`src/sv/dlr_pkg.sv`:
```
// ----------------------------------------------------------------------------
// dlr_pkg: shared definitions for the DDA line rasterizer
// Field widths, register codes, reset values and the command and status
// groups that pass between the controller and the datapath.
// ----------------------------------------------------------------------------
package dlr_pkg;

   // Defaults for the top-level parameters.
   localparam int COORD_BITS_DEF = 12;
   localparam int FRAC_BITS_DEF  = 20;

   // Fixed field widths.
   localparam int WIN_W       = 12;
   localparam int ADDR_W      = 22;
   localparam int COLOR_W     = 32;
   localparam int CSR_INDEX_W = 4;

   // Register indexes on the configuration port.
   localparam logic [CSR_INDEX_W-1:0] CSR_WINDOW_WIDTH  = 4'd0;
   localparam logic [CSR_INDEX_W-1:0] CSR_WINDOW_HEIGHT = 4'd1;

   // Register reset values.
   localparam logic [WIN_W-1:0] WIDTH_RESET  = 12'd800;
   localparam logic [WIN_W-1:0] HEIGHT_RESET = 12'd600;

   // Request action codes.
   localparam logic ACT_LOAD = 1'b0;
   localparam logic ACT_STEP = 1'b1;

   typedef struct packed {
      logic load;     // latch endpoints, color and the start position
      logic prep;     // form the step count and start the dividers
      logic take;     // capture the signed increments
      logic advance;  // move both positions by one increment
      logic blank;    // a step with no line in progress
      logic round;    // round and clip the current position
      logic emit;     // load the result register
   } dlr_cmd_type;

   typedef struct packed {
      logic left_zero;
      logic n_zero;
      logic div_busy;
      logic out_free;
   } dlr_status_type;

endpackage

```
`src/sv/dlr_div.sv`:
```
// ----------------------------------------------------------------------------
// dlr_div: restoring divider for the per-axis increment
// Produces one quotient bit per cycle. The numerator is known to give a
// quotient of at most FRAC_BITS+1 bits, so only those bits are iterated.
// ----------------------------------------------------------------------------
module dlr_div #(
   parameter int COORD_BITS = dlr_pkg::COORD_BITS_DEF,
   parameter int FRAC_BITS  = dlr_pkg::FRAC_BITS_DEF
) (
   input  logic                           clock,
   input  logic                           reset,
   input  logic                           start,
   input  logic [COORD_BITS+FRAC_BITS:0]  numer,
   input  logic [COORD_BITS-1:0]          denom,
   output logic                           busy,
   output logic [FRAC_BITS:0]             quotient
);

   localparam int NUM_W = COORD_BITS + FRAC_BITS + 1;
   localparam int QW    = FRAC_BITS + 1;
   localparam int CNT_W = $clog2(QW + 1);

   logic [CNT_W-1:0]      cnt_ff, cnt_in;
   logic [COORD_BITS-1:0] rem_ff, rem_in;
   logic [QW-1:0]         lo_ff, lo_in;
   logic [COORD_BITS-1:0] den_ff, den_in;
   logic [COORD_BITS:0]   trial;
   logic [COORD_BITS:0]   diff;
   logic                  ge;

   assign trial = {rem_ff, lo_ff[QW-1]};
   assign diff  = trial - {1'b0, den_ff};
   assign ge    = trial >= {1'b0, den_ff};

   always_comb begin
      cnt_in = cnt_ff;
      rem_in = rem_ff;
      lo_in  = lo_ff;
      den_in = den_ff;
      if (start) begin
         cnt_in = CNT_W'(QW);
         rem_in = numer[NUM_W-1:QW];
         lo_in  = numer[QW-1:0];
         den_in = denom;
      end else if (busy) begin
         cnt_in = cnt_ff - 1'b1;
         rem_in = ge ? diff[COORD_BITS-1:0] : trial[COORD_BITS-1:0];
         // Quotient bits shift in behind the numerator bits as they leave.
         lo_in  = {lo_ff[QW-2:0], ge};
      end
   end

   always_ff @(posedge clock) begin
      if (reset) begin
         cnt_ff <= '0;
      end else begin
         cnt_ff <= cnt_in;
      end
   end

   always_ff @(posedge clock) begin
      rem_ff <= rem_in;
      lo_ff  <= lo_in;
      den_ff <= den_in;
   end

   assign busy     = cnt_ff != '0;
   assign quotient = lo_ff;

endmodule

```
`src/sv/dlr_datapath.sv`:
```
// ----------------------------------------------------------------------------
// dlr_datapath: line state, increment dividers, rounding and result register
// Holds the window registers, the fixed-point positions and increments,
// the remaining point count and the result register on the response side.
// ----------------------------------------------------------------------------
module dlr_datapath #(
   parameter int COORD_BITS = dlr_pkg::COORD_BITS_DEF,
   parameter int FRAC_BITS  = dlr_pkg::FRAC_BITS_DEF
) (
   input  logic                                clock,
   input  logic                                reset,
   input  dlr_pkg::dlr_cmd_type                cmd,
   output dlr_pkg::dlr_status_type             status,
   input  logic signed [COORD_BITS-1:0]        req_x_start,
   input  logic signed [COORD_BITS-1:0]        req_y_start,
   input  logic signed [COORD_BITS-1:0]        req_x_end,
   input  logic signed [COORD_BITS-1:0]        req_y_end,
   input  logic [dlr_pkg::COLOR_W-1:0]         req_pen_color,
   input  logic                                csr_write,
   input  logic [dlr_pkg::CSR_INDEX_W-1:0]     csr_index,
   input  logic [dlr_pkg::WIN_W-1:0]           csr_wdata,
   input  logic                                rsp_ready,
   output logic                                rsp_valid,
   output logic                                rsp_pixel_valid,
   output logic signed [COORD_BITS-1:0]        rsp_pixel_x,
   output logic signed [COORD_BITS-1:0]        rsp_pixel_y,
   output logic                                rsp_inside_window,
   output logic [dlr_pkg::ADDR_W-1:0]          rsp_pixel_address,
   output logic [dlr_pkg::COLOR_W-1:0]         rsp_out_color,
   output logic                                rsp_last
);

   localparam int C      = COORD_BITS;
   localparam int POS_W  = COORD_BITS + FRAC_BITS + 1;
   localparam int NUM_W  = COORD_BITS + FRAC_BITS + 1;
   localparam int QW     = FRAC_BITS + 1;
   localparam int SW     = FRAC_BITS + 2;
   localparam int WIN_W  = dlr_pkg::WIN_W;
   localparam int ADDR_W = dlr_pkg::ADDR_W;
   localparam int CMP_W  = (COORD_BITS > WIN_W) ? COORD_BITS : WIN_W;
   localparam int PROD_W = COORD_BITS + WIN_W;

   // Window registers.
   logic [WIN_W-1:0] width_ff, width_in;
   logic [WIN_W-1:0] height_ff, height_in;

   // Line state.
   logic [C:0]                    dx_ff, dx_in;
   logic [C:0]                    dy_ff, dy_in;
   logic [POS_W-1:0]              pos_x_ff, pos_x_in;
   logic [POS_W-1:0]              pos_y_ff, pos_y_in;
   logic [SW-1:0]                 step_x_ff, step_x_in;
   logic [SW-1:0]                 step_y_ff, step_y_in;
   logic [C-1:0]                  left_ff, left_in;
   logic [dlr_pkg::COLOR_W-1:0]   color_ff, color_in;
   logic                          blank_ff, blank_in;

   // Rounded point.
   logic [C-1:0] rx_ff, rx_in;
   logic [C-1:0] ry_ff, ry_in;
   logic         inside_ff, inside_in;

   // Result register.
   logic                          valid_ff, valid_in;
   logic                          pv_ff, pv_in;
   logic [C-1:0]                  px_ff, px_in;
   logic [C-1:0]                  py_ff, py_in;
   logic                          in_ff, in_in;
   logic [ADDR_W-1:0]             addr_ff, addr_in;
   logic [dlr_pkg::COLOR_W-1:0]   ocolor_ff, ocolor_in;
   logic                          last_ff, last_in;

   // Step count and divider operands.
   logic [C:0]       neg_dx, neg_dy;
   logic [C-1:0]     mag_x, mag_y, n_count;
   logic [NUM_W-1:0] numer_x, numer_y;
   logic             busy_x, busy_y;
   logic [QW-1:0]    quo_x, quo_y;
   logic [C:0]       round_x, round_y;
   logic [PROD_W-1:0] prod;
   logic [ADDR_W-1:0] addr_sum;

   function automatic logic [C:0] round_pos(input logic [POS_W-1:0] p);
      logic [POS_W-1:0] m;
      logic [POS_W-1:0] s;
      logic [C:0]       r;
      m = p[POS_W-1] ? (~p + 1'b1) : p;
      s = m + (POS_W'(1) << (FRAC_BITS - 1));
      r = s[FRAC_BITS +: C+1];
      return p[POS_W-1] ? (~r + 1'b1) : r;
   endfunction

   assign neg_dx  = ~dx_ff + 1'b1;
   assign neg_dy  = ~dy_ff + 1'b1;
   assign mag_x   = dx_ff[C] ? neg_dx[C-1:0] : dx_ff[C-1:0];
   assign mag_y   = dy_ff[C] ? neg_dy[C-1:0] : dy_ff[C-1:0];
   assign n_count = (mag_x >= mag_y) ? mag_x : mag_y;
   // Adding half the divisor first turns the floor division into rounding.
   assign numer_x = {1'b0, mag_x, {FRAC_BITS{1'b0}}} + NUM_W'(n_count >> 1);
   assign numer_y = {1'b0, mag_y, {FRAC_BITS{1'b0}}} + NUM_W'(n_count >> 1);

   dlr_div #(
      .COORD_BITS (COORD_BITS),
      .FRAC_BITS  (FRAC_BITS)
   ) u_div_x (
      .clock    (clock),
      .reset    (reset),
      .start    (cmd.prep && (n_count != '0)),
      .numer    (numer_x),
      .denom    (n_count),
      .busy     (busy_x),
      .quotient (quo_x)
   );

   dlr_div #(
      .COORD_BITS (COORD_BITS),
      .FRAC_BITS  (FRAC_BITS)
   ) u_div_y (
      .clock    (clock),
      .reset    (reset),
      .start    (cmd.prep && (n_count != '0)),
      .numer    (numer_y),
      .denom    (n_count),
      .busy     (busy_y),
      .quotient (quo_y)
   );

   assign round_x = round_pos(pos_x_ff);
   assign round_y = round_pos(pos_y_ff);

   assign prod     = PROD_W'(ry_ff) * PROD_W'(width_ff);
   assign addr_sum = ADDR_W'(prod) + ADDR_W'(rx_ff);

   always_comb begin
      width_in  = width_ff;
      height_in = height_ff;
      if (csr_write) begin
         unique case (csr_index)
            dlr_pkg::CSR_WINDOW_WIDTH:  width_in  = csr_wdata;
            dlr_pkg::CSR_WINDOW_HEIGHT: height_in = csr_wdata;
            default: ;
         endcase
      end
   end

   always_comb begin
      dx_in     = dx_ff;
      dy_in     = dy_ff;
      pos_x_in  = pos_x_ff;
      pos_y_in  = pos_y_ff;
      step_x_in = step_x_ff;
      step_y_in = step_y_ff;
      left_in   = left_ff;
      color_in  = color_ff;
      blank_in  = blank_ff;
      if (cmd.load) begin
         dx_in    = {req_x_end[C-1], req_x_end} - {req_x_start[C-1], req_x_start};
         dy_in    = {req_y_end[C-1], req_y_end} - {req_y_start[C-1], req_y_start};
         pos_x_in = {req_x_start[C-1], req_x_start, {FRAC_BITS{1'b0}}};
         pos_y_in = {req_y_start[C-1], req_y_start, {FRAC_BITS{1'b0}}};
         color_in = req_pen_color;
         blank_in = 1'b0;
      end
      if (cmd.prep) begin
         left_in   = n_count;
         step_x_in = '0;
         step_y_in = '0;
      end
      if (cmd.take) begin
         step_x_in = dx_ff[C] ? (~{1'b0, quo_x} + 1'b1) : {1'b0, quo_x};
         step_y_in = dy_ff[C] ? (~{1'b0, quo_y} + 1'b1) : {1'b0, quo_y};
      end
      if (cmd.advance) begin
         pos_x_in = pos_x_ff + {{(POS_W-SW){step_x_ff[SW-1]}}, step_x_ff};
         pos_y_in = pos_y_ff + {{(POS_W-SW){step_y_ff[SW-1]}}, step_y_ff};
         left_in  = left_ff - 1'b1;
         blank_in = 1'b0;
      end
      if (cmd.blank) begin
         blank_in = 1'b1;
      end
   end

   always_comb begin
      rx_in     = rx_ff;
      ry_in     = ry_ff;
      inside_in = inside_ff;
      if (cmd.round) begin
         rx_in     = round_x[C-1:0];
         ry_in     = round_y[C-1:0];
         inside_in = !round_x[C] && !round_y[C] &&
                     (CMP_W'(round_x[C-1:0]) < CMP_W'(width_ff)) &&
                     (CMP_W'(round_y[C-1:0]) < CMP_W'(height_ff));
      end
   end

   always_comb begin
      valid_in  = valid_ff;
      pv_in     = pv_ff;
      px_in     = px_ff;
      py_in     = py_ff;
      in_in     = in_ff;
      addr_in   = addr_ff;
      ocolor_in = ocolor_ff;
      last_in   = last_ff;
      if (rsp_ready) begin
         valid_in = 1'b0;
      end
      if (cmd.emit) begin
         valid_in = 1'b1;
         if (blank_ff) begin
            pv_in     = 1'b0;
            px_in     = '0;
            py_in     = '0;
            in_in     = 1'b0;
            addr_in   = '0;
            ocolor_in = '0;
            last_in   = 1'b0;
         end else begin
            pv_in     = 1'b1;
            px_in     = rx_ff;
            py_in     = ry_ff;
            in_in     = inside_ff;
            addr_in   = inside_ff ? addr_sum : '0;
            ocolor_in = color_ff;
            last_in   = left_ff == '0;
         end
      end
   end

   always_ff @(posedge clock) begin
      if (reset) begin
         width_ff  <= dlr_pkg::WIDTH_RESET;
         height_ff <= dlr_pkg::HEIGHT_RESET;
         left_ff   <= '0;
         blank_ff  <= 1'b0;
         valid_ff  <= 1'b0;
      end else begin
         width_ff  <= width_in;
         height_ff <= height_in;
         left_ff   <= left_in;
         blank_ff  <= blank_in;
         valid_ff  <= valid_in;
      end
   end

   always_ff @(posedge clock) begin
      dx_ff     <= dx_in;
      dy_ff     <= dy_in;
      pos_x_ff  <= pos_x_in;
      pos_y_ff  <= pos_y_in;
      step_x_ff <= step_x_in;
      step_y_ff <= step_y_in;
      color_ff  <= color_in;
      rx_ff     <= rx_in;
      ry_ff     <= ry_in;
      inside_ff <= inside_in;
      pv_ff     <= pv_in;
      px_ff     <= px_in;
      py_ff     <= py_in;
      in_ff     <= in_in;
      addr_ff   <= addr_in;
      ocolor_ff <= ocolor_in;
      last_ff   <= last_in;
   end

   assign status.left_zero = left_ff == '0;
   assign status.n_zero    = n_count == '0;
   assign status.div_busy  = busy_x || busy_y;
   assign status.out_free  = !valid_ff || rsp_ready;

   assign rsp_valid         = valid_ff;
   assign rsp_pixel_valid   = pv_ff;
   assign rsp_pixel_x       = px_ff;
   assign rsp_pixel_y       = py_ff;
   assign rsp_inside_window = in_ff;
   assign rsp_pixel_address = addr_ff;
   assign rsp_out_color     = ocolor_ff;
   assign rsp_last          = last_ff;

endmodule

```
`src/sv/dlr_ctrl.sv`:
```
// ----------------------------------------------------------------------------
// dlr_ctrl: sequencer for the DDA line rasterizer
// Takes one request at a time and walks the datapath through setup,
// division, stepping, rounding and the hand-off to the result register.
// ----------------------------------------------------------------------------
module dlr_ctrl (
   input  logic                    clock,
   input  logic                    reset,
   input  logic                    req_valid,
   input  logic                    req_action,
   output logic                    req_ready,
   input  dlr_pkg::dlr_status_type status,
   output dlr_pkg::dlr_cmd_type    cmd
);

   localparam logic [2:0] ST_IDLE  = 3'd0;
   localparam logic [2:0] ST_PREP  = 3'd1;
   localparam logic [2:0] ST_DIV   = 3'd2;
   localparam logic [2:0] ST_ROUND = 3'd3;
   localparam logic [2:0] ST_EMIT  = 3'd4;

   logic [2:0] state_ff, state_in;
   logic       accept;

   assign req_ready = state_ff == ST_IDLE;
   assign accept    = req_valid && req_ready;

   always_comb begin
      state_in = state_ff;
      cmd      = '0;
      unique case (state_ff)
         ST_IDLE: begin
            if (accept) begin
               if (req_action == dlr_pkg::ACT_LOAD) begin
                  cmd.load = 1'b1;
                  state_in = ST_PREP;
               end else if (status.left_zero) begin
                  cmd.blank = 1'b1;
                  state_in  = ST_EMIT;
               end else begin
                  cmd.advance = 1'b1;
                  state_in    = ST_ROUND;
               end
            end
         end
         ST_PREP: begin
            cmd.prep = 1'b1;
            // A zero-length line keeps zero increments and skips the division.
            state_in = status.n_zero ? ST_ROUND : ST_DIV;
         end
         ST_DIV: begin
            if (!status.div_busy) begin
               cmd.take = 1'b1;
               state_in = ST_ROUND;
            end
         end
         ST_ROUND: begin
            cmd.round = 1'b1;
            state_in  = ST_EMIT;
         end
         ST_EMIT: begin
            if (status.out_free) begin
               cmd.emit = 1'b1;
               state_in = ST_IDLE;
            end
         end
         default: begin
            state_in = ST_IDLE;
         end
      endcase
   end

   always_ff @(posedge clock) begin
      if (reset) begin
         state_ff <= ST_IDLE;
      end else begin
         state_ff <= state_in;
      end
   end

endmodule

```
`src/sv/dda_line_rasterizer_unit.sv`:
```
// ----------------------------------------------------------------------------
// dda_line_rasterizer_unit: DDA line rasterizer
// A load request sets up a line and yields its first point; each step
// request while points remain yields the next rounded, window-checked point
// and, if inside, its framebuffer address; later steps yield no point.
//
//   Channel   Direction  Handshake             Payload
//   req_      in         req_valid/req_ready   action, endpoints, pen color
//   rsp_      out        rsp_valid/rsp_ready   point, inside flag, address,
//                                              color, last
//   csr_      in         csr_valid/csr_ready   register index, write data
//
// A step request passes through advance, round and emit to reach the result
// register; a step with no line in progress goes through blank and emit.
// A load runs setup, the one-bit-per-cycle restoring dividers that form
// the increments, round and emit; a zero-length line skips the division.
// The next request is accepted while a result waits in the result register;
// a stalled rsp_ready holds the engine only when a new result is ready.
// Reset is synchronous; the window registers come up as 800 by 600.
// ----------------------------------------------------------------------------
module dda_line_rasterizer_unit #(
   parameter int COORD_BITS = dlr_pkg::COORD_BITS_DEF,
   parameter int FRAC_BITS  = dlr_pkg::FRAC_BITS_DEF
) (
   input  logic                                clock,
   input  logic                                reset,
   input  logic                                req_valid,
   output logic                                req_ready,
   input  logic                                req_action,
   input  logic signed [COORD_BITS-1:0]        req_x_start,
   input  logic signed [COORD_BITS-1:0]        req_y_start,
   input  logic signed [COORD_BITS-1:0]        req_x_end,
   input  logic signed [COORD_BITS-1:0]        req_y_end,
   input  logic [dlr_pkg::COLOR_W-1:0]         req_pen_color,
   output logic                                rsp_valid,
   input  logic                                rsp_ready,
   output logic                                rsp_pixel_valid,
   output logic signed [COORD_BITS-1:0]        rsp_pixel_x,
   output logic signed [COORD_BITS-1:0]        rsp_pixel_y,
   output logic                                rsp_inside_window,
   output logic [dlr_pkg::ADDR_W-1:0]          rsp_pixel_address,
   output logic [dlr_pkg::COLOR_W-1:0]         rsp_out_color,
   output logic                                rsp_last,
   input  logic                                csr_valid,
   output logic                                csr_ready,
   input  logic [dlr_pkg::CSR_INDEX_W-1:0]     csr_index,
   input  logic [dlr_pkg::WIN_W-1:0]           csr_wdata
);

   dlr_pkg::dlr_cmd_type    ctrl_cmd;
   dlr_pkg::dlr_status_type dp_status;

   assign csr_ready = 1'b1;

   dlr_ctrl u_ctrl (
      .clock      (clock),
      .reset      (reset),
      .req_valid  (req_valid),
      .req_action (req_action),
      .req_ready  (req_ready),
      .status     (dp_status),
      .cmd        (ctrl_cmd)
   );

   dlr_datapath #(
      .COORD_BITS (COORD_BITS),
      .FRAC_BITS  (FRAC_BITS)
   ) u_datapath (
      .clock             (clock),
      .reset             (reset),
      .cmd               (ctrl_cmd),
      .status            (dp_status),
      .req_x_start       (req_x_start),
      .req_y_start       (req_y_start),
      .req_x_end         (req_x_end),
      .req_y_end         (req_y_end),
      .req_pen_color     (req_pen_color),
      .csr_write         (csr_valid && csr_ready),
      .csr_index         (csr_index),
      .csr_wdata         (csr_wdata),
      .rsp_ready         (rsp_ready),
      .rsp_valid         (rsp_valid),
      .rsp_pixel_valid   (rsp_pixel_valid),
      .rsp_pixel_x       (rsp_pixel_x),
      .rsp_pixel_y       (rsp_pixel_y),
      .rsp_inside_window (rsp_inside_window),
      .rsp_pixel_address (rsp_pixel_address),
      .rsp_out_color     (rsp_out_color),
      .rsp_last          (rsp_last)
   );

   // A result without a point carries nothing else either.
   a_blank_result: assert property (@(posedge clock) disable iff (reset)
      rsp_valid && !rsp_pixel_valid |->
         rsp_pixel_x == '0 && rsp_pixel_y == '0 && !rsp_inside_window &&
         rsp_pixel_address == '0 && rsp_out_color == '0 && !rsp_last)
      else $error("blank result carries nonzero fields");

   a_outside_address: assert property (@(posedge clock) disable iff (reset)
      rsp_valid && !rsp_inside_window |-> rsp_pixel_address == '0)
      else $error("address set for a point outside the window");

   // The sequencer never overwrites a result that has not been taken.
   a_no_overwrite: assert property (@(posedge clock) disable iff (reset)
      ctrl_cmd.emit |-> dp_status.out_free)
      else $error("result register overwritten while still pending");

   // Only one transaction is in the engine at a time.
   a_one_in_flight: assert property (@(posedge clock) disable iff (reset)
      req_valid && req_ready |=> !req_ready)
      else $error("request accepted while another is in progress");

endmodule
```
`config.mk`:
```
export PLATFORM = sky130hd
export DESIGN_NAME = dda_line_rasterizer_unit
export DESIGN_NICKNAME = d
export VERILOG_FILES = /design/src/sv/dlr_pkg.sv /design/src/sv/dlr_div.sv /design/src/sv/dlr_datapath.sv /design/src/sv/dlr_ctrl.sv /design/src/sv/dda_line_rasterizer_unit.sv
export SDC_FILE = /design/constraint.sdc
export NUM_CORES = 1
export LEC_CHECK = 0
export BUFFER_PORTS_ARGS = -buffer_cell sky130_fd_sc_hd__clkbuf_2
export CORE_UTILIZATION = 50
export DETAILED_ROUTE_END_ITERATION = 7
export HOLD_SLACK_MARGIN = 0.02
export PLACE_DENSITY_LB_ADDON = 0.3
export SYNTH_ARGS = -nofsm -noshare
export SYNTH_HDL_FRONTEND = slang
export SYNTH_SLANG_ARGS = --single-unit
```
`constraint.sdc`:
```
create_clock -name clock -period 11.1 [get_ports clock]
set_input_delay 0.555 -clock clock [delete_from_list [all_inputs] [get_ports clock]]
set_output_delay 0.555 -clock clock [all_outputs]
set_load 0.005 [all_outputs]
```
# Yosys cells after proc, flatten, opt, wreduce, memory -nomap -nowiden
# Cells that the tools add are included.
# Widths: inputs -> output; s select.
# word_totals
ff_bits,403
output_inout_bits,84
wordCells,165
# classes
n_addsub,22
multipliers,1
order_cmp,5
n_eq_ne,8
mux,59
bitwise,9
reduce_logical,29
# ops
operator,n
$mux 33,6
$mux 12,11
$mux 22,5
$mux 21,4
$add 32x11->33,2
$add 33x1->33 const B,2
$add 33x20->33 const B,2
$add 33x33->33,2
$not 33->33,2
$add 22x1->22 const B,2
$not 21->22,2
$add 13x1->13 const B,2
$ge 13x12->1,2
$mux 13,2
$not 13->13,2
$sub 12x12->13,2
$add 12x1->12 const B,2
$logic_not 12->1,2
$lt 12x12->1,2
$not 12->12,2
$sub 12x12->12,2
$add 22x12->22,1
$mul 12x12->22,1
$mux 5,4
other kinds (25),67

# Depth between registers and ports, before layout
# Gate-level depths: netlist (run 1).
# logic_depth
ltp_word,11
ltp_mapped,24
mapped_depth_nobuf,23

# Cells and area by module
# From an unflattened synthesis (run 1), not the netlist that was laid out.
# hier_totals
cells_unflattened,2997
area_unflattened_um2,30201.5
# by_module_without_submodules
mod,instances,cells_per_inst,area_each_um2
dlr_datapath,1,2491,24428.4
dlr_div at u_datapath.u_div_y,1,237,2824.0
dlr_div at u_datapath.u_div_x,1,233,2716.4
dlr_ctrl,1,34,221.5
dda_line_rasterizer_unit,1,2,11.3

# Worst setup path before layout (run 1)
# Ideal clock, no wire load.
# synth_timing
kind,register to register
startpoint,register u_datapath.width_ff[2]
endpoint,"register u_datapath.addr_ff[20], in the netlist u_datapath.rsp_pixel_address[20] (data pin)"
setup_time_ns,0.266
arrival_ns,5.316
t_required_ns,10.834
slack_ns,5.518
stages_incl_launch_ff,22
period_less_slack_ns,5.582
path_cell_list,dfxtp_1 clkbuf_1 nand2_1 fa_1 inv_1 fa_1 ha_1 ha_1 inv_1 fa_1 inv_1 ha_1 a21o_1 a21oi_1 o21bai_1 a2111oi_0 o31ai_1 o211a_1 a41o_1 o41ai_1 xor2_1 nor2_1
# synth_between
elab_chain_cells,2
# synth_lines
element,line,rtl
start: declaration,dlr_datapath.sv:44,"logic [WIN_W-1:0] width_ff, width_in;"
start signal: assignment,dlr_datapath.sv:233,width_ff <= dlr_pkg::WIDTH_RESET;
start signal: assignment,dlr_datapath.sv:239,width_ff <= width_in;
$mul 12x12->22,dlr_datapath.sv:131,assign prod = PROD_W'(ry_ff) * PROD_W'(width_ff);
$add 22x12->22,dlr_datapath.sv:132,assign addr_sum = ADDR_W'(prod) + ADDR_W'(rx_ff);
end signal: assignment,dlr_datapath.sv:262,addr_ff <= addr_in;
end: declaration,dlr_datapath.sv:69,"logic [ADDR_W-1:0] addr_ff, addr_in;"
# No other way between the ends.
# A chain may end at the register's enable or synchronous reset.

# Worst setup path in the final report (run 1)
# Same ends and word-level chain as after synthesis.

==> results of run 1 <==
## flip-flops by register name (all words and copies together) (netlist names), 13 cells and up
| name | cells |
|---|---|
| u_datapath.u_div_y.quotient | 21 |
| u_datapath.step_y_ff | 22 |
| u_datapath.dx_ff | 13 |
| u_datapath.pos_y_ff | 33 |
| u_datapath.step_x_ff | 22 |
| u_datapath.rsp_out_color | 32 |
| u_datapath.dy_ff | 13 |
| u_datapath.pos_x_ff | 33 |
| u_datapath.rsp_pixel_address | 22 |
| u_datapath.u_div_x.quotient | 21 |
| u_datapath.color_ff | 32 |
## worst register-to-register path, cell delays in order, from the launching register on
cell       delay (ns)
dfxtp_1          0.60
nand2_1          0.15
fa_1             0.55
inv_1            0.05
fa_1             0.45
ha_1             0.30
ha_1             0.28
inv_1            0.05
fa_1             0.53
inv_1            0.06
ha_1             0.29
a21o_1           0.18
a21oi_1          0.22
o21bai_1         0.12
a2111oi_0        0.64
o31ai_1          0.27
o211a_1          0.32
a41o_1           0.28
o41ai_1          0.31
xor2_1           0.19
nor2_1           0.06
## cell usage after synthesis, types with 17 or more instances
master    instances
mux2i_1          72
a21oi_1         116
nand4_1          24
nor2_1          255
nand2b_1         25
fa_1            116
ha_1            219
nor3_1           56
and3_1           24
and2_1           89
a21o_1           54
o31ai_1          27
nor2b_1          89
xor2_1           97
dfxtp_1          51
nand2_1         232
xnor2_1         100
inv_1           290
clkbuf_1         87
o21ai_0         137
or3_1            29
o21a_1           17
a21boi_0         17
edfxtp_1        352
a211oi_1         22
nor4_1           20
nand3_1          41
o21bai_1         20
mux2_2           25
## routing by layer
layer / GRT usage [%] / vias to the layer above / share of wire, %
li1: - / 10600 / -
met1: 32.6 / 10900 / 44
met2: 40.9 / 629 / 47
met3: 3.70 / 130 / 5.7
met4: 8.20 / 0 / 3.1
met5: 0 / - / 0
## worst max-delay path by stage
| stage | start | to | slack, ns | cells after the start |
|---|---|---|---|---|
| final | u_datapath.width_ff[2]$_SDFFE_PP0P_ | u_datapath.rsp_pixel_address[20]$_SDFFCE_PP0P_ | 4.97 | 20 |
| after global routing | u_datapath.pos_y_ff[7]$_SDFFCE_PN0P_ | u_datapath.inside_ff$_DFFE_PP_ | 4.51 | 22 |
| after CTS | u_datapath.ry_ff[3]$_DFFE_PP_ | u_datapath.rsp_pixel_address[20]$_SDFFCE_PP0P_ | 4.96 | 20 |
| after detailed placement | u_datapath.ry_ff[3]$_DFFE_PP_ | u_datapath.rsp_pixel_address[20]$_SDFFCE_PP0P_ | 4.98 | 20 |
| after global placement | u_datapath.width_ff[2]$_SDFFE_PP0P_ | u_datapath.rsp_pixel_address[20]$_SDFFCE_PP0P_ | 5.03 | 20 |
| after floorplan | u_datapath.width_ff[2]$_SDFFE_PP0P_ | u_datapath.rsp_pixel_address[20]$_SDFFCE_PP0P_ | 5.52 | 21 |
## logic make-up after synthesis
| group | count (synthesis) |
|---|---|
| muxes | 97 |
| buffers and inverters | 396 |
| and+or+nand+nor | 945 |
| adders and majority gates | 335 |
| xor gates and xnor gates | 200 |
| other | 1 |
| AOI/OAI and AO/OA | 552 |
| DFF | 403 |
## where the power goes
part	internal [mW]	switching [mW]
sequential	2.47	0.422
combinational	2.01	2.91
clock	0.902	0.655
## layout make-up
cell class | instances | area, um^2 | area share (%)
clock buffers | 56 | 1250 | 3.85
clock inverters | 26 | 290 | 0.893
inverters | 291 | 1090 | 3.36
multi-input cells | 2130 | 16300 | 50.0
flip-flops and latches | 403 | 11600 | 35.7
well taps | 765 | 957 | 2.94
repair buffers | 202 | 1060 | 3.25
## layout by cell type (no fill, tap or decap), types with 100 or more instances in the layout
cell type  count
inv_1        290
ha_1         219
xnor2_1      100
nand2_1      230
a21oi_1      115
o21ai_0      137
fa_1         116
edfxtp_1     352
nor2_1       253
clkbuf_2     184
## through the flow
step / power, mW / worst slack (ns) / cell area, um^2 / hold WS [ns]
after floorplan: 6.51 / 5.52 / 29300 / 0.435
after global placement: 7.57 / 5.03 / 31000 / 0.451
after detailed placement: 7.76 / 4.98 / 31000 / 0.454
after CTS: 9.37 / 4.96 / 32500 / 0.105
after global routing: 10.1 / 4.51 / 32500 / 0.113
final: 9.36 / 4.97 / 32500 / 0.131
==> results.md, run 1 <==
* Status: complete, no violations
* Area fraction of the dominant cell type after synthesis at 36.0%
* Initial antenna violation count at 1
* Worst hold stages at 1
* Path type of the worst min-delay path: in -> reg
* RSZ-0062 raised after global routing: no
* Vias in the first global route at 22,300
* # hold bufs at CTS at 0
* Antenna-violating nets left at 0
* Synth area leader: edfxtp_1
* GP Congestion at 0.894
* Yosys warns at 0
* Clk buf depth at 3
* Worst-Margin Slew at 1.08 ns
* Ranking of synthesized cells by area: edfxtp_1 36%, ha_1 9.3%, fa_1 7.9%
* Largest family of logic cells by synthesized area: adder cells
* Cells after Synth at 2,929
* Endpoints failing hold at 0
* Synthesized area at 0.0293 mm^2
* Worst r2r dst: u_datapath.rsp_pixel_address[20]$_SDFFCE_PP0P_
* Port buffer count at 184
* Mux share of post-synthesis cell area at 3.42%
* Delay of the slowest critical-path stage at 0.64 ns
* Relative slew slack at 28.3%
* Post-synthesis register bit count at 403
* Share of cells above drive strength 1 at 11.2%
* Area share of fa/ha/maj cells after synthesis at 17.3%
* DRC errors left at 0
* WP buf/inv at 3
* DIE AREA at 0.0596 mm^2
* Crit path capture type: flop
* Post-cts sizing count at 0
* Min Tclk post-route at 6.13 ns
* Worst Path Required at 11.46 ns
* Worst hold path startpoint: req_pen_color[5]
* Global-route wire length before repair at 117 mm
* Clock buffer count from CTS at 45
* Placed Instances at 3,791
* Clock sinks at 403
* Mapped Nets at 3,366
* DRT Pass-1 Iters at 5
* Final setup viols at 0
* Total GRT Usage at 24.5%
* Ports at 186
* Leak at 13.8 nW
* Main synth FF type: edfxtp_1
* Syn avg cell area at 10.0 um^2
* Crit path launch type: flop
* Crit-path max FO at 14
* Post-Route WL at 72.9 mm
* Cells along the critical path: nand2_1, fa_1, inv_1, fa_1, ha_1, ha_1, inv_1, fa_1, inv_1, ha_1, a21o_1, a21oi_1, o21bai_1, a2111oi_0, o31ai_1, o211a_1, a41o_1, o41ai_1, xor2_1, nor2_1
* Xor/xnor cell area share of the yosys netlist at 6.09%
* Row count at 88
* Fillcell total at 4,909
* DR vias at 22,200
* Die Wd at 244 um
* Reg clk slew, reported paths at 0.06 ns
* Max rail drop VDD at 0.154 mV
* CP max stage cell: a2111oi_0
* Sequential area share after synthesis at 39.5%
* Slew Viols, Final at 0
* Initial Util at 50.7%
* Crit Reg-Reg Startpoint: u_datapath.width_ff[2]$_SDFFE_PP0P_
* Layout Nets at 3,510
* Flop2flop setup slack at 4.97 ns
* Number of diodes at 0
* Post-CTS Setup Inserts at 0
* H-tree levels at 2
* Initial DRC Count at 1,375
* Final Util at 56.2%
* EDFF count, synth at 352
* Pwr dens at 288 mW/mm^2
* Dpl hpwl at 54.3 mm
* Asr flop ratio synth at 0%
* Clock root cell: clkbuf_16
* Routed vias/inst at 5.73
* Max cap viols at 0
* Die H at 244 um
* Skew final at 0.0411 ns
* Post-synthesis compound-gate area fraction at 12.6%
* Netlist cell types at 85
* Area growth, synth to finish at 10.8%
* Non-Filler Instances at 3,873
* FMAX at 163 MHz
* Synth Area in Simple Gates at 15.9%
* Worst R2R Path Depth at 20
* CTS tree: yes
* Kind of critical path: reg -> reg
* Clk_lat worst skew at 0.62 ns
* Hold Crit Endpoint: u_datapath.color_ff[5]$_DFFE_PP_
* Critical path's top delay family: adder cells
* Gr ovfl total at 0
* Core area at 0.0578 mm^2
* Wire per inst at 18.8 um
* Setup_tns at 0 ns
* Final worst-path cycle share at 55.2%
* Worst EP arrival at 6.49 ns
* Largest net degree at the start of global routing at 81
No activity file was read; power rests on OpenSTA's default activity.
==> inputs of run 2 (changes only) <==
--- a/config.mk
+++ b/config.mk
@@ -5,6 +5,7 @@
 export SDC_FILE = /design/constraint.sdc
 export NUM_CORES = 1
 export LEC_CHECK = 0
+export ABC_AREA = 1
 export BUFFER_PORTS_ARGS = -buffer_cell sky130_fd_sc_hd__clkbuf_2
 export CORE_UTILIZATION = 50
 export DETAILED_ROUTE_END_ITERATION = 7
==> constraint.sdc (replaced) <==
create_clock -name clock -period 5.5 [get_ports clock]
set_input_delay 0.275 -clock clock [delete_from_list [all_inputs] [get_ports clock]]
set_output_delay 0.275 -clock clock [all_outputs]
set_load 0.005 [all_outputs]
==> run 2 against run 1 <==
Effect of this change: utilization is 1.1 points higher; largest power group unchanged; sequential power up 89%; hold slack got worse by 0.084 ns.
==> results.md, run 2 <==
* EDFF count, synth at 352
* Worst R2R Path Depth at 22
* Total GRT Usage at 24.5%
* Most common cell after layout, fill and taps aside: inv_1
* Die H at 246 um
* Kind of critical path: reg -> reg
* Endpoints failing hold at 0
* Leak at 16.0 nW
* Delay of the slowest critical-path stage at 0.57 ns
* Start point of the critical path: u_datapath.ry_ff[3]$_DFFE_PP_
* Worst Path Required at 5.85 ns
* Uppermost routed layer: met4
* Relative slew slack at 23.4%
* Worst-Margin Slew at 1.15 ns
* Largest regs: u_datapath.pos_x_ff x33, u_datapath.pos_y_ff x33
* Clock buffer count from CTS at 46
* Post-Route WL at 74.1 mm
* WL met3 at 3.86 mm
* Most common cell on crit path: fa_1
* Worst r2r dst: u_datapath.rsp_pixel_address[19]$_SDFFCE_PP0P_
* Flop2flop setup slack at 0.25 ns
* Initial Util at 50.6%
* Top-count cell post-synth: inv_1
* Clk_lat worst skew at 0.59 ns
* Area growth, synth to finish at 13.4%
* Syn avg cell area at 8.32 um^2
* Crit path capture type: flop
* Global-route wire length before repair at 118 mm
* CTS tree: yes
* Main synth FF type: edfxtp_1
* Ports at 186
* Crit Reg-Reg Startpoint: u_datapath.ry_ff[3]$_DFFE_PP_
* Worst hold path startpoint: req_y_start[2]
* Design Area, Final at 0.0339 mm^2
* H-tree levels at 2
* FMAX at 191 MHz
* Post-synthesis register bit count at 403
* Wire length on met1 at 33.4 mm
* Initial antenna violation count at 1
* Worst hold stages at 3
* Initial DRC Count at 1,695
* Area fraction of the dominant cell type after synthesis at 35.4%
* DRT Pass-1 Iters at 5
* Yosys warns at 0
* Crit path launch type: flop
* Placed Instances at 4,507
* Cells after Synth at 3,588
* Asr flop ratio synth at 0%
* GP Congestion at 0.917
* Gr ovfl total at 0
* Reg clk slew, reported paths at 0.06 ns
* Clk buf depth at 3
* Number of diodes at 0
* Share of cells above drive strength 1 at 10.6%
* Final Total Pwr at 18.6 mW
* Crit-path max FO at 5
* CP max stage cell: fa_1
* DRC errors left at 0
* Routed vias/inst at 5.26
* Clock sinks at 403
* Sequential area share after synthesis at 38.8%
* Max rail drop VDD at 0.293 mV
* Setup_tns at 0 ns
* Commonest non-fill, non-tap cells in the layout: 666 x inv_1, 663 x nand2_1, 352 x edfxtp_1
* Die Wd at 246 um
* Max cap viols at 0
* DR vias at 24,400
* Status: complete, no violations
* Mapped Nets at 4,025
* Layout Nets at 4,267
* Cells along the critical path: buf_4, nand2_1, inv_1, fa_1, fa_1, fa_1, fa_1, inv_1, fa_1, inv_1, ha_1, nand2_1, nor2_1, nand2_1, o211ai_1, a31o_2, nand3_1, nand2_1, a31oi_4, o21ai_1, o21ai_0, a21oi_1
* Non-Filler Instances at 4,639
* Met2 wire length at 34.8 mm
* Final setup viols at 0
* Clock root cell: clkbuf_16
* Wire per inst at 16.0 um
* Port buffer count at 184
* Ranking of synthesized cells by area: edfxtp_1 35%, ha_1 9.2%, inv_1 8.4%
* Netlist cell types at 60
* Largest net degree at the start of global routing at 63
* Row count at 89
* Synth area leader: edfxtp_1
* Post-placement cell area at 0.0318 mm^2
* Skew final at 0.0255 ns
* Final worst-path cycle share at 95.4%
* Core area at 0.0590 mm^2
* Path type of the worst min-delay path: in -> reg
* DIE AREA at 0.0607 mm^2
* Post-synth top cells: 667 x inv_1, 666 x nand2_1, 352 x edfxtp_1
* Min Tclk post-route at 5.25 ns
* Fillcell total at 5,390
* Synthesized area at 0.0299 mm^2
* Pwr dens at 550 mW/mm^2
* Hold Crit Endpoint: u_datapath.pos_y_ff[22]$_DFFE_PP_
* WHS at 0.0473 ns
* Vias in the first global route at 23,100
* Antenna-violating nets left at 0
* Slew Viols, Final at 0
* Dpl hpwl at 57.0 mm
* Worst EP arrival at 5.59 ns
[run 2: what timing repair did]
| item | in CTS | in global routing |
|---|---|---|
| endpoints found under the setup margin | 0 | 4 |
| hold buffers | 42 | 0 |
| buffers inserted | 0 | 6 |
| resized for setup | 0 | 16 |
| hold endpoints to repair | 44 | 0 |
[run 2: cell type report]
type / count / area (um^2) / share of cell area [%]
multi-input combinational: 2422 / 15500 / 45.7
sequential: 403 / 11600 / 34.2
inverter: 680 / 2550 / 7.54
timing repair buffer: 277 / 1770 / 5.24
clock buffer: 60 / 1260 / 3.74
tap: 773 / 967 / 2.86
clock inverter: 24 / 248 / 0.732
[run 2: where the power goes]
group / leakage (nW) / switching, mW / internal, mW / total, mW
clock network: 0.738 / 1.28 / 1.85 / 3.13
registers: 3.78 / 0.655 / 4.79 / 5.45
logic: 11.5 / 6.51 / 3.53 / 10.0
[run 2: how the worst max path moves through the flow]
stage,endpoint,cells past startpoint
after CTS,u_datapath.rsp_pixel_address[18]$_SDFFCE_PP0P_,19
after global routing,u_datapath.rsp_pixel_address[18]$_SDFFCE_PP0P_,20
after detailed placement,u_datapath.rsp_pixel_address[18]$_SDFFCE_PP0P_,19
after global placement,u_datapath.rsp_pixel_address[19]$_SDFFCE_PP0P_,23
final,u_datapath.rsp_pixel_address[19]$_SDFFCE_PP0P_,22
after floorplan,u_datapath.rsp_pixel_address[19]$_SDFFCE_PP0P_,22
[run 2: cells by family after synthesis]
logic type               count (synthesis)  synth area share [%]
AO/OA/AOI/OAI                          696                  12.9
XOR/XNOR                               118                  3.56
adder cells (fa/ha/maj)                335                  16.9
buffers and inverters                  763                  9.73
flip-flops                             403                  38.8
other                                    1                0.0126
AND/OR/NAND/NOR                       1272                  18.0
[run 2: layer usage]
layer,vias to the layer above,track usage (%)
met3,113,3.14
met1,11300,32.6
met4,0,7.44
met2,675,41.4
met5,-,0
li1,12300,-
[run 2: worst max-delay path: cells and delay by family, from the launching register on]
family                   cells  cell delay (ns)
buffers and inverters        4             0.32
AO/OA/AOI/OAI                6             0.82
AND/OR/NAND/NOR              6             0.46
flip-flops                   1             0.47
adder cells (fa/ha/maj)      6             2.94
[run 2: stage by stage]
step | setup WS [ns] | utilization, %
2_1_floorplan | 0.298 | -
3_3_place_gp | 0.157 | 53.9
3_5_place_dp | 0.100 | 53.9
4_1_cts | 0.0991 | 57.2
5_1_grt | -0.0175 | 57.4
6_report | 0.252 | 57.4
==> inputs of run 3 (changes only) <==
--- a/config.mk
+++ b/config.mk
@@ -7,10 +7,13 @@
 export LEC_CHECK = 0
 export ABC_AREA = 1
 export BUFFER_PORTS_ARGS = -buffer_cell sky130_fd_sc_hd__clkbuf_2
-export CORE_UTILIZATION = 50
+export CELL_PAD_IN_SITES_DETAIL_PLACEMENT = 2
+export CELL_PAD_IN_SITES_GLOBAL_PLACEMENT = 2
+export CORE_UTILIZATION = 34
 export DETAILED_ROUTE_END_ITERATION = 7
 export HOLD_SLACK_MARGIN = 0.02
 export PLACE_DENSITY_LB_ADDON = 0.3
+export RECOVER_POWER = 50
 export SYNTH_ARGS = -nofsm -noshare
 export SYNTH_HDL_FRONTEND = slang
 export SYNTH_SLANG_ARGS = --single-unit
==> run 3 against run 2 <==
Effect of this change: via count increased by 5.0%; wire length up 37%; non-clock buffer count increased by 18; the run now ends with max-capacitance violations, max-slew violations left; sequential power grew 1%; sequential share of layout area is 0.60 points lower; clock power rose by 6%; clock-buffer cell count up 8; worst setup slack got worse by 0.21 ns; largest power group unchanged; fmax shrank 3.8%; flip-flop and latch count unchanged.
==> results.md, run 3 (same netlist as run 2, synthesis figures left out) <==
* Clk buf depth at 3
* Worst Path Required at 5.87 ns
* Wire per inst at 20.2 um
* Design Area, Final at 0.0345 mm^2
* Met2 usage at 41.4%
* Worst EP arrival at 5.82 ns
* Global-route wire length before repair at 159 mm
* Final Total Pwr at 19.7 mW
* Gr ovfl total at 0
* Max cap viols at 5
* Crit-path max FO at 7
* Commonest non-fill, non-tap cells in the layout: 668 x inv_1, 661 x nand2_1, 352 x edfxtp_1
* Initial DRC Count at 953
* DR vias at 25,600
* Non-Filler Instances at 5,049
* Most common cell after layout, fill and taps aside: inv_1
* Met3 GRT Util at 2.84%
* Dpl hpwl at 79.4 mm
* Flop2flop setup slack at 0.05 ns
* Routed vias/inst at 5.08
* Max rail drop VDD at 0.310 mV
* Port buffer count at 184
* Worst r2r dst: u_datapath.rsp_pixel_address[19]$_SDFFCE_PP0P_
* Endpoints failing hold at 0
* Core area at 0.0869 mm^2
* DRT Pass-1 Iters at 4
* Initial antenna violation count at 4
* Skew final at 0.0484 ns
* Relative slew slack at -223%
* Placed Instances at 4,903
* M1 GR Usage at 27.1%
* Row count at 108
* Setup WS pre-CTS at -0.00395 ns
* Clock root cell: clkbuf_16
* Min Tclk post-route at 5.45 ns
* Die Wd at 298 um
* Crit Reg-Reg Startpoint: u_datapath.ry_ff[5]$_DFFE_PP_
* Worst hold path startpoint: csr_wdata[0]
* Post-placement cell area at 0.0324 mm^2
* Layer with the highest usage: met2
* Status: finished, violations left
* Ports at 186
* Path type of the worst min-delay path: in -> reg
* Largest net degree at the start of global routing at 80
* Pwr dens at 573 mW/mm^2
* RSZ-0062 raised after global routing: yes
* Crit path capture type: flop
* Crit path launch type: flop
* Initial Util at 34.4%
* Worst hold stages at 3
* Die H at 298 um
* Worst-Margin Slew at 4.85 ns
* Clock sinks at 403
* Antenna-violating nets left at 0
* DIE AREA at 0.0890 mm^2
* Reg clk slew, reported paths at 0.06 ns
* Vias in the first global route at 28,500
* Share of cells above drive strength 1 at 9.27%
* Setup WS post-layout at 0.0471 ns
* Kind of critical path: reg -> reg
* Area growth, synth to finish at 15.4%
* Final worst-path cycle share at 99.1%
* Slew Viols, Final at 221
* Number of diodes at 0
* Failing checks: max-capacitance violations, max-slew violations
* Final setup viols at 0
* Worst R2R Path Depth at 20
* Leak at 15.9 nW
* CTS tree: yes
* DRC errors left at 0
* WHS at 0.0535 ns
* Post-Route WL at 102 mm
* Fillcell total at 9,915
* Hold Crit Endpoint: u_datapath.height_ff[0]$_SDFFE_PP0P_
* H-tree levels at 2
* Largest regs: u_datapath.pos_x_ff x33, u_datapath.pos_y_ff x33
* Total GRT Usage at 22.6%
* FMAX at 183 MHz
* Clk_lat worst skew at 0.62 ns
* Clock buffer count from CTS at 51
* GP Congestion at 0.838
* Layout Nets at 4,290
## run 3: worst max-delay path by stage
stage,startpoint,end
after global routing,u_datapath.ry_ff[5]$_DFFE_PP_,u_datapath.rsp_pixel_address[19]$_SDFFCE_PP0P_
after detailed placement,u_datapath.ry_ff[5]$_DFFE_PP_,u_datapath.rsp_pixel_address[19]$_SDFFCE_PP0P_
after global placement,u_datapath.ry_ff[5]$_DFFE_PP_,u_datapath.rsp_pixel_address[19]$_SDFFCE_PP0P_
after CTS,u_datapath.ry_ff[5]$_DFFE_PP_,u_datapath.rsp_pixel_address[19]$_SDFFCE_PP0P_
after floorplan,u_datapath.ry_ff[0]$_DFFE_PP_,u_datapath.rsp_pixel_address[19]$_SDFFCE_PP0P_
final,u_datapath.ry_ff[5]$_DFFE_PP_,u_datapath.rsp_pixel_address[19]$_SDFFCE_PP0P_
## run 3: metrics by stage
| step | setup TNS (ns) | utilization, % |
|---|---|---|
| global placement | 0 | 37.3 |
| CTS | 0 | 39.7 |
| global route | -0.373 | 39.7 |
| detailed placement | -0.00395 | 37.3 |
| finish | 0 | 39.7 |
| floorplan | 0 | - |
## run 3: final cells by class
class,instances,area [um^2],share of cell area (%)
inverters,680,2550,7.41
clock inverters,26,233,0.675
well taps,1155,1450,4.19
clock buffers,68,1380,4.00
repair buffers,295,1780,5.18
multi-input cells,2422,15500,44.9
flip-flops and latches,403,11600,33.6
## run 3: worst max-delay path: stages (launching register included)
cell	delay, ns
edfxtp_1	0.60
buf_4	0.19
nand2_1	0.08
fa_1	0.52
fa_1	0.55
fa_1	0.46
fa_1	0.56
inv_1	0.06
fa_1	0.47
ha_1	0.36
nand2_1	0.12
nor2_2	0.06
nand2_1	0.07
o211ai_1	0.12
a31o_2	0.27
nand3_1	0.08
nand2_2	0.08
a31oi_4	0.23
o21ai_2	0.09
o21ai_1	0.16
a21oi_1	0.06
## run 3: layer usage
layer	up-vias	part of all wire [%]
li1	12300	-
met1	12800	43
met4	0	3.1
met5	-	0
met2	351	51
met3	143	2.8
## run 3: report_power, final
group	internal, mW	switching [mW]	total (mW)
clock	1.90	1.41	3.31
combinational	3.62	7.28	10.9
sequential	4.81	0.720	5.53
## run 3: what timing repair did
action / in CTS / in global routing
hold buffers: 43 / 0
hold endpoints to repair: 47 / 0
setup endpoints to repair: 1 / 12
buffers inserted: 7 / 2
gates resized for setup: 3 / 22
pin swaps: 0 / 8
